File: src/hdl/sfd_pkg.sv
// Shared constants for the status frame deframer.
// Depends on nothing; imported by the deframer top level and its checker.
package sfd_pkg;

    localparam int PAYLOAD_MAX = 32;
    localparam int ADDR_W      = $clog2(PAYLOAD_MAX);
    localparam int LEN_W       = $clog2(PAYLOAD_MAX + 1);

    localparam int BYTE_W      = 8;
    localparam int IDX_W       = 5;
    localparam int CFG_W       = 8;
    localparam int CFG_IDX_W   = 2;
    localparam int STAT_LEN_W  = 6;
    localparam int OUT_DATA_W  = 16;

    localparam logic [CFG_IDX_W-1:0] REG_START_BYTE  = 2'd0;
    localparam logic [CFG_IDX_W-1:0] REG_STATUS_TYPE = 2'd1;
    localparam logic [CFG_IDX_W-1:0] REG_STATUS_LEN  = 2'd2;

    localparam logic [BYTE_W-1:0]     START_BYTE_RST  = 8'hAA;
    localparam logic [BYTE_W-1:0]     STATUS_TYPE_RST = 8'h00;
    localparam logic [STAT_LEN_W-1:0] STATUS_LEN_RST  = 6'd16;

endpackage

File: src/hdl/sfd_ram.sv
// Generic simple dual-port RAM: one write port, one read port, registered read.
// No dependencies; contents are undefined after reset.
module sfd_ram #(
    parameter int WIDTH = 8,
    parameter int DEPTH = 32
) (
    input  logic                     clk,
    input  logic                     we,
    input  logic [$clog2(DEPTH)-1:0] waddr,
    input  logic [WIDTH-1:0]         wdata,
    input  logic                     re,
    input  logic [$clog2(DEPTH)-1:0] raddr,
    output logic [WIDTH-1:0]         rdata
);

    logic [WIDTH-1:0] mem [DEPTH];

    always_ff @(posedge clk)
    begin
        if (we)
        begin
            mem[waddr] <= wdata;
        end
        if (re)
        begin
            rdata <= mem[raddr];
        end
    end

endmodule

File: src/hdl/status_frame_deframer_unit.sv
// Output: a released frame's first payload byte passes the drain phase, RAM
// read and output registers after its checksum byte transfers; the rest follow
// one per cycle when taken. Throughput: one received byte per cycle outside the
// drain phase; a released checksum byte holds off input during RAM read-out.
// Reset: parser hunts, config registers return to defaults, output is empty;
// payload RAM is not cleared. Depends on sfd_pkg and sfd_ram.
module status_frame_deframer_unit (
    input  logic                              clk,
    input  logic                              rst_n,
    input  logic                              s_axis_tvalid,
    output logic                              s_axis_tready,
    input  logic [7:0]                        s_axis_tdata,  // [7:0] rx_byte
    output logic                              m_axis_tvalid,
    input  logic                              m_axis_tready,
    output logic [sfd_pkg::OUT_DATA_W-1:0]    m_axis_tdata,  // [7:0] status_byte, [12:8] byte_index
    output logic                              m_axis_tlast,  // last_byte
    input  logic                              cfg_we,
    input  logic [sfd_pkg::CFG_IDX_W-1:0]     cfg_index,
    input  logic [sfd_pkg::CFG_W-1:0]         cfg_data
);

    import sfd_pkg::*;

    localparam logic [2:0] PH_HUNT  = 3'd0;
    localparam logic [2:0] PH_TYPE  = 3'd1;
    localparam logic [2:0] PH_LEN   = 3'd2;
    localparam logic [2:0] PH_DATA  = 3'd3;
    localparam logic [2:0] PH_SUM   = 3'd4;
    localparam logic [2:0] PH_DRAIN = 3'd5;

    logic [2:0]            phase_reg, phase_next;
    logic [BYTE_W-1:0]     frame_type_reg, frame_type_next;
    logic [LEN_W-1:0]      frame_len_reg, frame_len_next;
    logic [LEN_W-1:0]      byte_cnt_reg, byte_cnt_next;
    logic [BYTE_W-1:0]     xor_reg, xor_next;
    logic [BYTE_W-1:0]     start_byte_reg;
    logic [BYTE_W-1:0]     stat_type_reg;
    logic [STAT_LEN_W-1:0] stat_len_reg;
    logic [ADDR_W-1:0]     rd_idx_reg, rd_idx_next;
    logic [ADDR_W-1:0]     drain_last_reg, drain_last_next;
    logic                  rd_vld_reg, rd_vld_next;
    logic [ADDR_W-1:0]     rd_idx_pend_reg;
    logic                  rd_last_pend_reg;
    logic                  out_vld_reg, out_vld_next;
    logic [BYTE_W-1:0]     out_byte_reg;
    logic [IDX_W-1:0]      out_idx_reg;
    logic                  out_last_reg;

    logic [BYTE_W-1:0]     rx_byte;
    logic                  in_fire;
    logic                  ram_we;
    logic [BYTE_W-1:0]     ram_rdata;
    logic                  out_load;
    logic                  rd_issue;
    logic [LEN_W-1:0]      cnt_inc;
    logic                  frame_ok;

    assign rx_byte       = s_axis_tdata[BYTE_W-1:0];
    assign s_axis_tready = (phase_reg != PH_DRAIN);
    assign in_fire       = s_axis_tvalid && s_axis_tready;
    assign ram_we        = in_fire && (phase_reg == PH_DATA);
    assign cnt_inc       = byte_cnt_reg + LEN_W'(1);

    assign out_load = rd_vld_reg && (!out_vld_reg || m_axis_tready);
    assign rd_issue = (phase_reg == PH_DRAIN) && (!rd_vld_reg || out_load);

    assign frame_ok = (xor_reg == rx_byte) && (frame_type_reg == stat_type_reg)
                      && (STAT_LEN_W'(frame_len_reg) == stat_len_reg);

    sfd_ram #(
        .WIDTH (BYTE_W),
        .DEPTH (PAYLOAD_MAX)
    ) u_payload_ram (
        .clk   (clk),
        .we    (ram_we),
        .waddr (byte_cnt_reg[ADDR_W-1:0]),
        .wdata (rx_byte),
        .re    (rd_issue),
        .raddr (rd_idx_reg),
        .rdata (ram_rdata)
    );

    always_comb
    begin
        phase_next      = phase_reg;
        frame_type_next = frame_type_reg;
        frame_len_next  = frame_len_reg;
        byte_cnt_next   = byte_cnt_reg;
        xor_next        = xor_reg;
        rd_idx_next     = rd_idx_reg;
        drain_last_next = drain_last_reg;

        if (in_fire)
        begin
            unique case (phase_reg)
                PH_HUNT:
                begin
                    if (rx_byte == start_byte_reg)
                    begin
                        phase_next = PH_TYPE;
                    end
                end
                PH_TYPE:
                begin
                    frame_type_next = rx_byte;
                    phase_next      = PH_LEN;
                end
                PH_LEN:
                begin
                    if (rx_byte > BYTE_W'(PAYLOAD_MAX))
                    begin
                        phase_next      = PH_HUNT;
                        frame_type_next = '0;
                        frame_len_next  = '0;
                        byte_cnt_next   = '0;
                        xor_next        = '0;
                    end
                    else
                    begin
                        frame_len_next = rx_byte[LEN_W-1:0];
                        byte_cnt_next  = '0;
                        xor_next       = frame_type_reg ^ rx_byte;
                        phase_next     = (rx_byte == '0) ? PH_SUM : PH_DATA;
                    end
                end
                PH_DATA:
                begin
                    byte_cnt_next = cnt_inc;
                    xor_next      = xor_reg ^ rx_byte;
                    if (cnt_inc >= frame_len_reg)
                    begin
                        phase_next = PH_SUM;
                    end
                end
                PH_SUM:
                begin
                    if (frame_ok && (frame_len_reg != '0))
                    begin
                        phase_next      = PH_DRAIN;
                        rd_idx_next     = '0;
                        drain_last_next = ADDR_W'(frame_len_reg - LEN_W'(1));
                    end
                    else
                    begin
                        phase_next = PH_HUNT;
                    end
                    frame_type_next = '0;
                    frame_len_next  = '0;
                    byte_cnt_next   = '0;
                    xor_next        = '0;
                end
                default:
                begin
                    phase_next      = PH_HUNT;
                    frame_type_next = '0;
                    frame_len_next  = '0;
                    byte_cnt_next   = '0;
                    xor_next        = '0;
                end
            endcase
        end
        else if (phase_reg > PH_DRAIN)
        begin
            phase_next = PH_HUNT;
        end

        if (rd_issue)
        begin
            rd_idx_next = rd_idx_reg + ADDR_W'(1);
            if (rd_idx_reg == drain_last_reg)
            begin
                phase_next = PH_HUNT;
            end
        end

        if (rd_issue)
        begin
            rd_vld_next = 1'b1;
        end
        else if (out_load)
        begin
            rd_vld_next = 1'b0;
        end
        else
        begin
            rd_vld_next = rd_vld_reg;
        end

        if (out_load)
        begin
            out_vld_next = 1'b1;
        end
        else if (m_axis_tready)
        begin
            out_vld_next = 1'b0;
        end
        else
        begin
            out_vld_next = out_vld_reg;
        end
    end

    always_ff @(posedge clk or negedge rst_n)
    begin
        if (!rst_n)
        begin
            phase_reg      <= PH_HUNT;
            frame_type_reg <= '0;
            frame_len_reg  <= '0;
            byte_cnt_reg   <= '0;
            xor_reg        <= '0;
            start_byte_reg <= START_BYTE_RST;
            stat_type_reg  <= STATUS_TYPE_RST;
            stat_len_reg   <= STATUS_LEN_RST;
            rd_idx_reg     <= '0;
            drain_last_reg <= '0;
            rd_vld_reg     <= 1'b0;
            out_vld_reg    <= 1'b0;
        end
        else
        begin
            phase_reg      <= phase_next;
            frame_type_reg <= frame_type_next;
            frame_len_reg  <= frame_len_next;
            byte_cnt_reg   <= byte_cnt_next;
            xor_reg        <= xor_next;
            rd_idx_reg     <= rd_idx_next;
            drain_last_reg <= drain_last_next;
            rd_vld_reg     <= rd_vld_next;
            out_vld_reg    <= out_vld_next;
            if (cfg_we)
            begin
                unique case (cfg_index)
                    REG_START_BYTE:  start_byte_reg <= cfg_data;
                    REG_STATUS_TYPE: stat_type_reg  <= cfg_data;
                    REG_STATUS_LEN:  stat_len_reg   <= cfg_data[STAT_LEN_W-1:0];
                    default:         ;
                endcase
            end
        end
    end

    // payload side, no reset
    always_ff @(posedge clk)
    begin
        if (rd_issue)
        begin
            rd_idx_pend_reg  <= rd_idx_reg;
            rd_last_pend_reg <= (rd_idx_reg == drain_last_reg);
        end
        if (out_load)
        begin
            out_byte_reg <= ram_rdata;
            out_idx_reg  <= IDX_W'(rd_idx_pend_reg);
            out_last_reg <= rd_last_pend_reg;
        end
    end

    assign m_axis_tvalid = out_vld_reg;
    assign m_axis_tdata  = {{(OUT_DATA_W - BYTE_W - IDX_W){1'b0}}, out_idx_reg, out_byte_reg};
    assign m_axis_tlast  = out_last_reg;

endmodule

File: config.mk
export PLATFORM = sky130hd
export DESIGN_NAME = status_frame_deframer_unit
export DESIGN_NICKNAME = d
export VERILOG_FILES = /design/src/hdl/sfd_pkg.sv /design/src/hdl/sfd_ram.sv /design/src/hdl/status_frame_deframer_unit.sv
export SDC_FILE = /design/constraint.sdc
export NUM_CORES = 1
export LEC_CHECK = 0
export BUFFER_PORTS_ARGS = -buffer_cell sky130_fd_sc_hd__buf_2
export CAP_MARGIN = 20
export CORE_UTILIZATION = 50
export CTS_CLUSTER_SIZE = 16
export DETAILED_ROUTE_END_ITERATION = 7
export GPL_TIMING_DRIVEN = 0
export PLACE_DENSITY = 0.66
export SYNTH_ARGS = -nofsm -noshare
export SYNTH_HDL_FRONTEND = slang
export SYNTH_HIERARCHICAL = 1
export SYNTH_SLANG_ARGS = --single-unit
File: constraint.sdc
create_clock -name clk -period 5.1 [get_ports clk]
set_clock_uncertainty 0.1 [all_clocks]
set_input_delay 0.51 -clock clk [delete_from_list [all_inputs] [get_ports clk]]
set_output_delay 0.51 -clock clk [all_outputs]
set_load 0.1 [all_outputs]
# --- Yosys cells after proc, flatten, opt, wreduce, memory -nomap -nowiden ---
# Memories as Yosys holds them, arrays and structs flattened. A register that Yosys moved wholly into a read port is not among the register bits.
# Cells that the tools add are included.
word_totals:
  reg_bits: 85
  mem_bits_rw: 256
  input_bits: 23
  out_inout_bits: 19
  memories: 1
mem_list:
  columns: ["memory", "words", "word_bits", "read_ports", "rd_ports_with_merged_regs", "write_ports", "line_no", "source"]
  rows:
  - ["u_payload_ram.mem", 32, 8, 1, 1, 1, "sfd_ram.sv:16", "logic [WIDTH-1:0] mem [DEPTH];"]
classes:
  n_addsub: 3
  magnitude_cmp: 3
  eq_ne: 14
  n_mux: 27
  bitwise: 5
  n_reduce_logical: 31
op_table:
  columns: ["operator", "count"]
  rows:
  - ["one-hot mux 8 bit (3 select lines)", 2]
  - ["two-way mux 3 bit", 9]
  - ["equality test 8 bit", 3]
  - ["one-hot mux 6 bit (2 select lines)", 2]
  - ["two-way mux 5 bit", 4]
  - ["two-way mux 8 bit", 2]
  - ["bitwise XOR 8 bit", 2]
  - ["one-hot mux 3 bit (5 select lines)", 1]
  - ["AND reduction 2 bit", 5]
  - ["nonzero test 2 bit", 5]
  - ["AND reduction 3 bit", 3]
  - ["> comparator 8 x 6 -> 1 bit, second input constant", 1]
  - ["logical NOT 8 bit", 1]
  - ["logical AND 1 bit", 7]
  - ["adder 6 x 1 -> 6 bit, second input constant", 1]
  - ["equality test 3 x 2 -> 1 bit, second input constant", 2]
  - ["equality test 3 bit, second input constant", 2]
  - ["equality test 6 bit", 1]
  - [">= comparator 6 bit", 1]
  - ["two-way mux 1 bit", 6]
  - ["two-way mux 6 bit", 1]
  - ["nonzero test 6 bit", 1]
  - ["adder 5 x 1 -> 5 bit, second input constant", 1]
  - ["equality test 5 bit", 1]
  - ["14 further kinds", 19]

# --- Longest topological paths before layout ---
# Gate-level depths: netlist (run 1).
logic_depth:
  word_depth: 9
  depth_mapped: 9
  mapped_depth_nobuf: 9

# --- Hierarchy ---
# The synthesis (run 1) kept the hierarchy.
by_module_without_submodules:
  columns: ["module", "instances", "cells_each", "area_per_inst_um2"]
  rows:
  - ["sfd_ram", 1, 417, 10133.5]
  - ["status_frame_deframer_unit", 1, 385, 4254.1]

# --- Worst setup path before layout (run 1) ---
# Ideal clock, no wire load.
synth_path:
  path_type: "register to register"
  start: "register phase_reg[2]"
  end: "memory u_payload_ram.mem[0][0], enable pin"
  setup_time_ns: 0.370
  t_arrival_ns: 2.282
  required_ns: 4.630
  setup_slack_ns: 2.347
  stages_incl_launch_ff: 9
  path_buffers: 2
  synth_period_minus_slack_ns: 2.753
  cell_sequence: "dfrtp_1 and2b_1 and2_1 clkbuf_1 nand2_1 inv_1 or3b_2 clkbuf_1 nor2_1"
synth_between:
  elab_chain_cells: 5
  word_cells_on_any_way: 6
synth_lines:
  columns: ["element", "line_no", "source"]
  rows:
  - ["start: declaration", "status_frame_deframer_unit.sv:31", "logic [2:0] phase_reg, phase_next;"]
  - ["start signal: assignment", "status_frame_deframer_unit.sv:222", "phase_reg <= phase_next;"]
  - ["inequality test 3 bit", "status_frame_deframer_unit.sv:59", "assign s_axis_tready = (phase_reg != PH_DRAIN);"]
  - ["logical AND 1 bit", "status_frame_deframer_unit.sv:60", "assign in_fire = s_axis_tvalid && s_axis_tready;"]
  - ["logical AND 1 bit (*)", "status_frame_deframer_unit.sv:61", "assign ram_we = in_fire && (phase_reg == PH_DATA);"]
  - ["net ram_we", "status_frame_deframer_unit.sv:51", "logic ram_we;"]
  - ["two-way mux 1 bit (*)", "sfd_ram.sv:20", "if (we)"]
  - ["two-way mux 1 bit (implied by the code) (*)", "sfd_ram.sv:22", "mem[waddr] <= wdata;"]
  - ["end: declaration", "sfd_ram.sv:16", null]
# The timed path passes the listed nets; every way through them passes the cells marked *.

# --- Worst setup path after layout (run 1) ---
layout_path:
  start: "register phase_reg[2]"
  end: "memory u_payload_ram.mem[0][5], enable pin"
# The elaborated chain is that of the path after synthesis.

==> results of run 1 <==
[cell families (layout without fill, tap and decap cells)]
family / Yosys count / count (layout) / share of synthesized area (%)
xor+xnor: 43 / 43 / 2.62
other cells: 1 / 3 / 0.0261
simple gates: 158 / 158 / 5.67
compound gates: 71 / 71 / 3.03
buf+inv: 55 / 160 / 1.91
fa+ha+maj: 10 / 10 / 0.870
flops: 349 / 349 / 70.6
mux: 115 / 115 / 15.3
[metal layers]
layer	share of wire [%]	global-route usage (%)	routed length (um)	up-vias
met5	0	0	0	-
met3	6.4	3.36	1930	53
met1	44	32.4	13300	3888
li1	-	-	-	3319
met2	47	33.1	14100	293
met4	2.5	6.68	763	0
[power by group through the flow]
stage          registers, mW  clock network [mW]  logic, mW
6_report                3.21                2.60      0.242
5_1_grt                 3.22                2.76      0.271
4_1_cts                 3.21                2.65      0.244
3_5_place_dp            3.27                   0      0.243
3_3_place_gp            3.26                   0      0.238
2_1_floorplan           3.25                   0      0.154
[cells in the final DEF (no fill, tap or decap), drive strengths merged, types with 3 or more instances in the layout]
cell type,count
edfxtp,284
mux4,80
clkbuf,67
buf,64
dfrtp,60
nor2,43
nand2,39
o21ai,35
mux2,34
xnor2,29
nand3,18
inv,18
xor2,14
a21oi,12
nand4,11
ha,10
clkinv,9
nor2b,7
a221oi,7
nand3b,7
o31ai,6
nor3,6
nor4,5
a22o,5
dfstp,5
nand2b,4
and2,3
conb,3
or3b,3
nor3b,3
[area by class of cell]
type	instances	area (sq um)	area share [%]
well taps	378	473	2.91
flip-flops and latches	349	10200	62.6
clock buffers	56	1070	6.58
multi-input cells	400	3960	24.4
plain buffers	37	208	1.28
clock inverters	11	109	0.670
inverters	18	67.6	0.416
repair buffers	38	193	1.19
[worst paths after layout]
kind / from / to / slack [ns] / cells past startpoint
min reg2reg: u_payload_ram/rdata[6] / out_byte_reg[6] / 0.31 / 0
min: rst_n / drain_last_reg[2] / -0.003 / 1
max reg2reg: phase_reg[2] / u_payload_ram/mem[0][5] / 1.53 / 8
min in group clk: cfg_data[6] / stat_type_reg[6] / 0.15 / 2
max: phase_reg[2] / u_payload_ram/mem[0][5] / 1.53 / 8
max in group asynchronous: rst_n / frame_type_reg[2] / 4.33 / 1
[through the flow]
| step | instance area [sq um] | power (mW) | util [%] | std cells |
|---|---|---|---|---|
| global placement | 15100 | 3.50 | 53.8 | 1220 |
| finish | 16200 | 6.05 | 58.0 | 1287 |
| detailed placement | 15100 | 3.51 | 53.8 | 1220 |
| global route | 16200 | 6.25 | 58.0 | 1287 |
| CTS | 16200 | 6.10 | 58.0 | 1287 |
| floorplan | 14400 | 3.40 | - | 804 |
==> impl_results.md, run 1 <==
- Largest register FFs: 256
- Placed wire-length estimate: 19,400 um
- Seq pwr share: 53.1%
- Arrival @ worst endpoint: 3.62 ns
- Vias: 7,553
- Starting DRT DRC Count: 767
- Crit path cell chain: and2b_1, and2_1, clkbuf_1, nand2_1, inv_1, or3b_2, clkbuf_1, nor2_1
- Post-CTS Setup Bufs: 0
- Setup ws final: 1.53 ns
- Worst VDD drop: 0.256 mV
- CP bufs+invs: 3
- Cells after Synth: 802
- Fmax: 280 MHz
- NetSw: 1.25 mW
- Cell Rows: 61
- Drt first pass iters: 5
- Worst Path Max Fanout: 9
- Post-CTS Hold Buffers: 0
- Worst Path Required: 5.14 ns
- Top cells by count, synth: 284 x edfxtp_1, 80 x mux4_2, 60 x dfrtp_1
- Initial antenna violation count: 0
- Starting Density: 51.4%
- Crit path max-delay family: simple AND/OR/NAND/NOR gates
- Crit Path Class: reg -> reg
- Sequential element share of the synthesized area: 70.6%
- Ranking of synthesized cells by area: edfxtp_1 59%, mux4_2 13%, dfrtp_1 10%, mux2_2 2.7%, xnor2_1 1.8%
- Crit-path max cell delay: 0.71 ns
- Clock sink count: 349
- Internal power: 4.79 mW
- CTS root buffer: clkbuf_16
- Nets: 914
- Clock network power share: 42.9%
- Slew HR: 38.4%
- Tcrit/Tclk final: 70.1%
- CTS resizes: 0
- ANT nets after route: 0
- H-Tree Depth: 2
- Cell variety after synth: 49
- FFs w/ async S/R, synth: 18.6%
- Min cycle time layout: 3.57 ns
- Critical path launch point type: register
- Reg with most FFs: u_payload_ram/mem
- YS warnings: 6
- Wire length of the first global-routing pass: 46,100 um
- Mapped Area: 0.0144 sq mm
- CTS clock-pin slew for the worst setup and hold paths: 0.06 ns
- # DRC: 0
- Final hold vios: 6
- Die footprint: 0.0295 sq mm
- CTS tree: yes
- Yosys top cell area share: 59.3%
- CP Capture Type: register
- Die H: 172 um
- Detailed Route WL: 30,100 um
- Switching power share of the total: 20.7%
- Seq cells post-synth: 349
- Filler Cell Count: 2,136
- Clk buf depth: 3
- Antenna cells: 0
- Most frequent cell after synthesis: edfxtp_1
- Most Frequent Cell on Critical Path: clkbuf_1
- CP max stage cell: nor2_1
- Post-synth top area cell: edfxtp_1
- Status: finished with violations
- Failing checks: negative hold slack
- CTS buffer count: 37
- Core footprint: 0.0280 sq mm
- Largest net degree at the start of global routing: 66
- P_leak: 5.43 nW
- GPL Wtd Cong: 0.816
- I/O pins: 42
- Tightest Pin Transition: 0.924 ns
- Worst skew pair latency: 0.52 ns
- Routed len/inst: 23.4 um
- Synthesized area per cell: 17.9 sq um
- Post-synth top flop: edfxtp_1
- Worst hold path type: in -> async
- Gr usage total: 21.7%
- Buffers added on ports: 38
- Routed vias/inst: 5.87
- PwrDens: 372 mW/mm^2
- Total gr overflow: 0
- WHS: -0.00287 ns
- Vias in the first global route: 7,441
- Share of cells above drive strength 1: 25.6%
- Area grow syn2layout: 12.9%
- EDFF count, synth: 284
- Setup Slack @ Placement: 1.47 ns
- RSZ-0062 raised after global routing: no
- Final setup vio count: 0
- Max cap viols: 0
- Die X: 172 um
- Final slew viol count: 0
- Combinational share of power: 4.0%
- TNS Setup: 0 ns
Power figures use the tool's default switching activity.
==> run 2, diff against run 1 <==
- ABC_AREA: not set -> 1
- PLACE_DENSITY: 0.66 -> 0.69
- clock period: 5.1 -> 3.2 ns (I/O delays scaled with it)
==> run 2 against run 1 <==
Effect of this change:
- the flow finishes with violations (negative setup slack)
- cell area rose by 7.1%
- critical path depth fell by 1
- clock power rose by 57%
- utilization rose by 0.066 points
- register-to-register slack got worse by 1.7 ns
- synthesized cell count rose by 85%
- critical path type unchanged
- critical endpoint is now u_payload_ram/mem[4][4]
- highest routed layer unchanged
==> impl_results.md, run 2 <==
- Worst Path Max Fanout: 9
- Failing checks: negative setup slack
- Most frequent cells in the layout: 527 x nand2_1, 284 x edfxtp_1, 235 x nand3_1, 86 x inv_1, 60 x dfrtp_1
- Clock sink count: 349
- Die footprint: 0.0316 sq mm
- Wire length on met1: 15,700 um
- Nets: 1,604
- Starting DRT DRC Count: 1,076
- Placed wire-length estimate: 25,300 um
- Cell variety after synth: 39
- Fin util: 58.0%
- Largest register FFs: 256
- Top cells by count, synth: 527 x nand2_1, 284 x edfxtp_1, 235 x nand3_1
- Tightest Pin Transition: 0.934 ns
- Critical path launch point type: register
- Final Power: 9.93 mW
- Detailed Route WL: 38,100 um
- Vias in the first global route: 10,500
- CP max stage cell: nor2_1
- FFs w/ async S/R, synth: 18.6%
- Status: finished with violations
- Vias: 11,000
- PwrDens: 571 mW/mm^2
- Most frequent cell after synthesis: nand2_1
- Switching power share of the total: 22.9%
- Area grow syn2layout: 12.7%
- CP Capture Type: register
- Leading cell type in the layout, fill and taps excluded: nand2_1
- Post-layout instance area: 0.0174 sq mm
- Worst hold path type: in -> reg
- Final slew viol count: 0
- Gr usage total: 24.9%
- Starting Density: 51.5%
- Filler Cell Count: 2,441
- Routed vias/inst: 5.52
- CTS clock-pin slew for the worst setup and hold paths: 0.06 ns
- Routed len/inst: 19.2 um
- Initial antenna violation count: 0
- I/O pins: 42
- Antenna cells: 0
- Placed Instance Area: 0.0161 sq mm
- Post-synth top flop: edfxtp_1
- CTS tree: yes
- EDFF count, synth: 284
- Multi-input logic area: 0.00448 sq mm
- CP Launch Point: phase_reg[2]
- Internal power: 7.65 mW
- Min cycle time layout: 3.33 ns
- Drt first pass iters: 6
- NetSw: 2.28 mW
- Max cap viols: 0
- Crit-path max cell delay: 0.82 ns
- Worst Path Required: 3.23 ns
- YS warnings: 6
- Slew HR: 37.7%
- Reg with most FFs: u_payload_ram/mem
- Core footprint: 0.0300 sq mm
- Register area: 0.0102 sq mm
- Final hold vios: 0
- Arrival @ worst endpoint: 3.36 ns
- Crit path cell chain: inv_2, nand2_4, nor2_2, inv_2, nor2_2, nand3_1, nor2_1
- WL met2: 18,500 um
- Seq pwr share: 52.0%
- Mapped Area: 0.0154 sq mm
- Tcrit/Tclk final: 104%
- Worst Hold Launch: cfg_data[0]
- Setup ws final: -0.131 ns
- Combinational share of power: 6.9%
- Clock network power share: 41.1%
- Die X: 178 um
- Die H: 178 um
- Cells after Synth: 1,483
- P_leak: 6.91 nW
- ANT nets after route: 0
- H-Tree Depth: 2
- Cell Rows: 63
- Top sig layer: met4
- Ranking of synthesized cells by area: edfxtp_1 55%, nand2_1 13%, dfrtp_1 9.7%, nand3_1 7.6%, inv_1 2.1%
- Post-synth top area cell: edfxtp_1
- RR Startpoint: phase_reg[2]
- Crit Path Class: reg -> reg
- Final setup vio count: 152
- Wire length of the first global-routing pass: 58,700 um
- CTS buffer count: 37
- GPL Wtd Cong: 0.953
- Sequential element share of the synthesized area: 65.9%
- Total gr overflow: 0
- Synthesized area per cell: 10.4 sq um
- Yosys top cell area share: 55.3%
- Worst skew pair latency: 0.53 ns
- Buffers added on ports: 38
- WHS: 0.0148 ns
- Fmax: 300 MHz
- Share of cells above drive strength 1: 11.3%
- Worst VDD drop: 0.421 mV
- RSZ-0062 raised after global routing: yes
- # DRC: 0
- Seq cells post-synth: 349
- CTS root buffer: clkbuf_16
- Met3 WL: 2690 um
- Largest net degree at the start of global routing: 66
- Clk buf depth: 3
run 2: changes by cell type after synthesis, moves of 15 or more:
| cell | previous run | this run |
|---|---|---|
| buf_6 | 3 | 25 |
| mux2_2 | 34 | 0 |
| nor2_1 | 42 | 71 |
| nand2_1 | 39 | 527 |
| nand3_1 | 18 | 235 |
| mux4_2 | 80 | 0 |
| o21ai_1 | 2 | 17 |
| inv_1 | 18 | 86 |
run 2: final timing paths:
check                                                to  slack [ns]  depth (start not counted)
worst max register to register  u_payload_ram/mem[4][4]       -0.13                          7
max in group asynchronous               byte_cnt_reg[4]        2.08                          2
min in group asynchronous             start_byte_reg[4]        0.33                          2
worst min register to register           out_idx_reg[1]        0.32                          0
worst min-delay path                  start_byte_reg[0]        0.01                          3
worst max-delay path            u_payload_ram/mem[4][4]       -0.13                          7
run 2: critical path, delay by kind of cell (launching register included):
family | cells | cell delay (ns)
and+or+nand+nor | 5 | 2.02
DFF | 1 | 0.47
buffers and inverters | 2 | 0.34
run 2: per-layer routing:
metal	global-route usage, %	vias to the layer above
met5	0	-
met4	9.12	0
met3	3.26	98
met2	41.7	495
met1	33.1	5229
li1	-	5165
run 2: kinds of logic after synthesis:
family / count (synthesis) / synth area share (%)
simple gates: 858 / 23.5
flops: 349 / 65.9
buf+inv: 157 / 5.36
compound gates: 79 / 2.77
xor+xnor: 29 / 1.65
fa+ha+maj: 10 / 0.811
other cells: 1 / 0.0243
run 2: final cells by class:
class,count,area share (%)
well taps,390,2.81
inverters,95,2.06
multi-input cells,979,25.8
plain buffers,62,2.70
repair buffers,47,1.61
flip-flops and latches,349,58.4
clock inverters,15,0.792
clock buffers,52,5.83
run 2: power by group through the flow:
| stage | combinational [mW] | clock, mW | sequential [mW] |
|---|---|---|---|
| global placement | 0.660 | 0 | 5.25 |
| global route | 0.797 | 4.31 | 5.17 |
| detailed placement | 0.675 | 0 | 5.25 |
| CTS | 0.690 | 4.14 | 5.16 |
| floorplan | 0.471 | 0 | 5.20 |
| finish | 0.690 | 4.08 | 5.16 |
run 2: what timing repair did:
item / 4_1_cts / 5_1_grt
gates resized for setup: 1 / 12
hold buffers: 8 / 0
setup buffers: 0 / 0
pin swaps: 0 / 0
endpoints found under the setup margin: 39 / 248
endpoints found under the hold margin: 73 / 0
run 2: through the flow:
stage	setup slack, ns	setup TNS (ns)	std cells
2_1_floorplan	0.919	0	1485
3_3_place_gp	0.0457	0	1913
3_5_place_dp	-0.0636	-0.739	1914
4_1_cts	-0.0574	-1.03	1989
5_1_grt	-0.211	-30.94	1989
6_report	-0.131	-9.92	1989
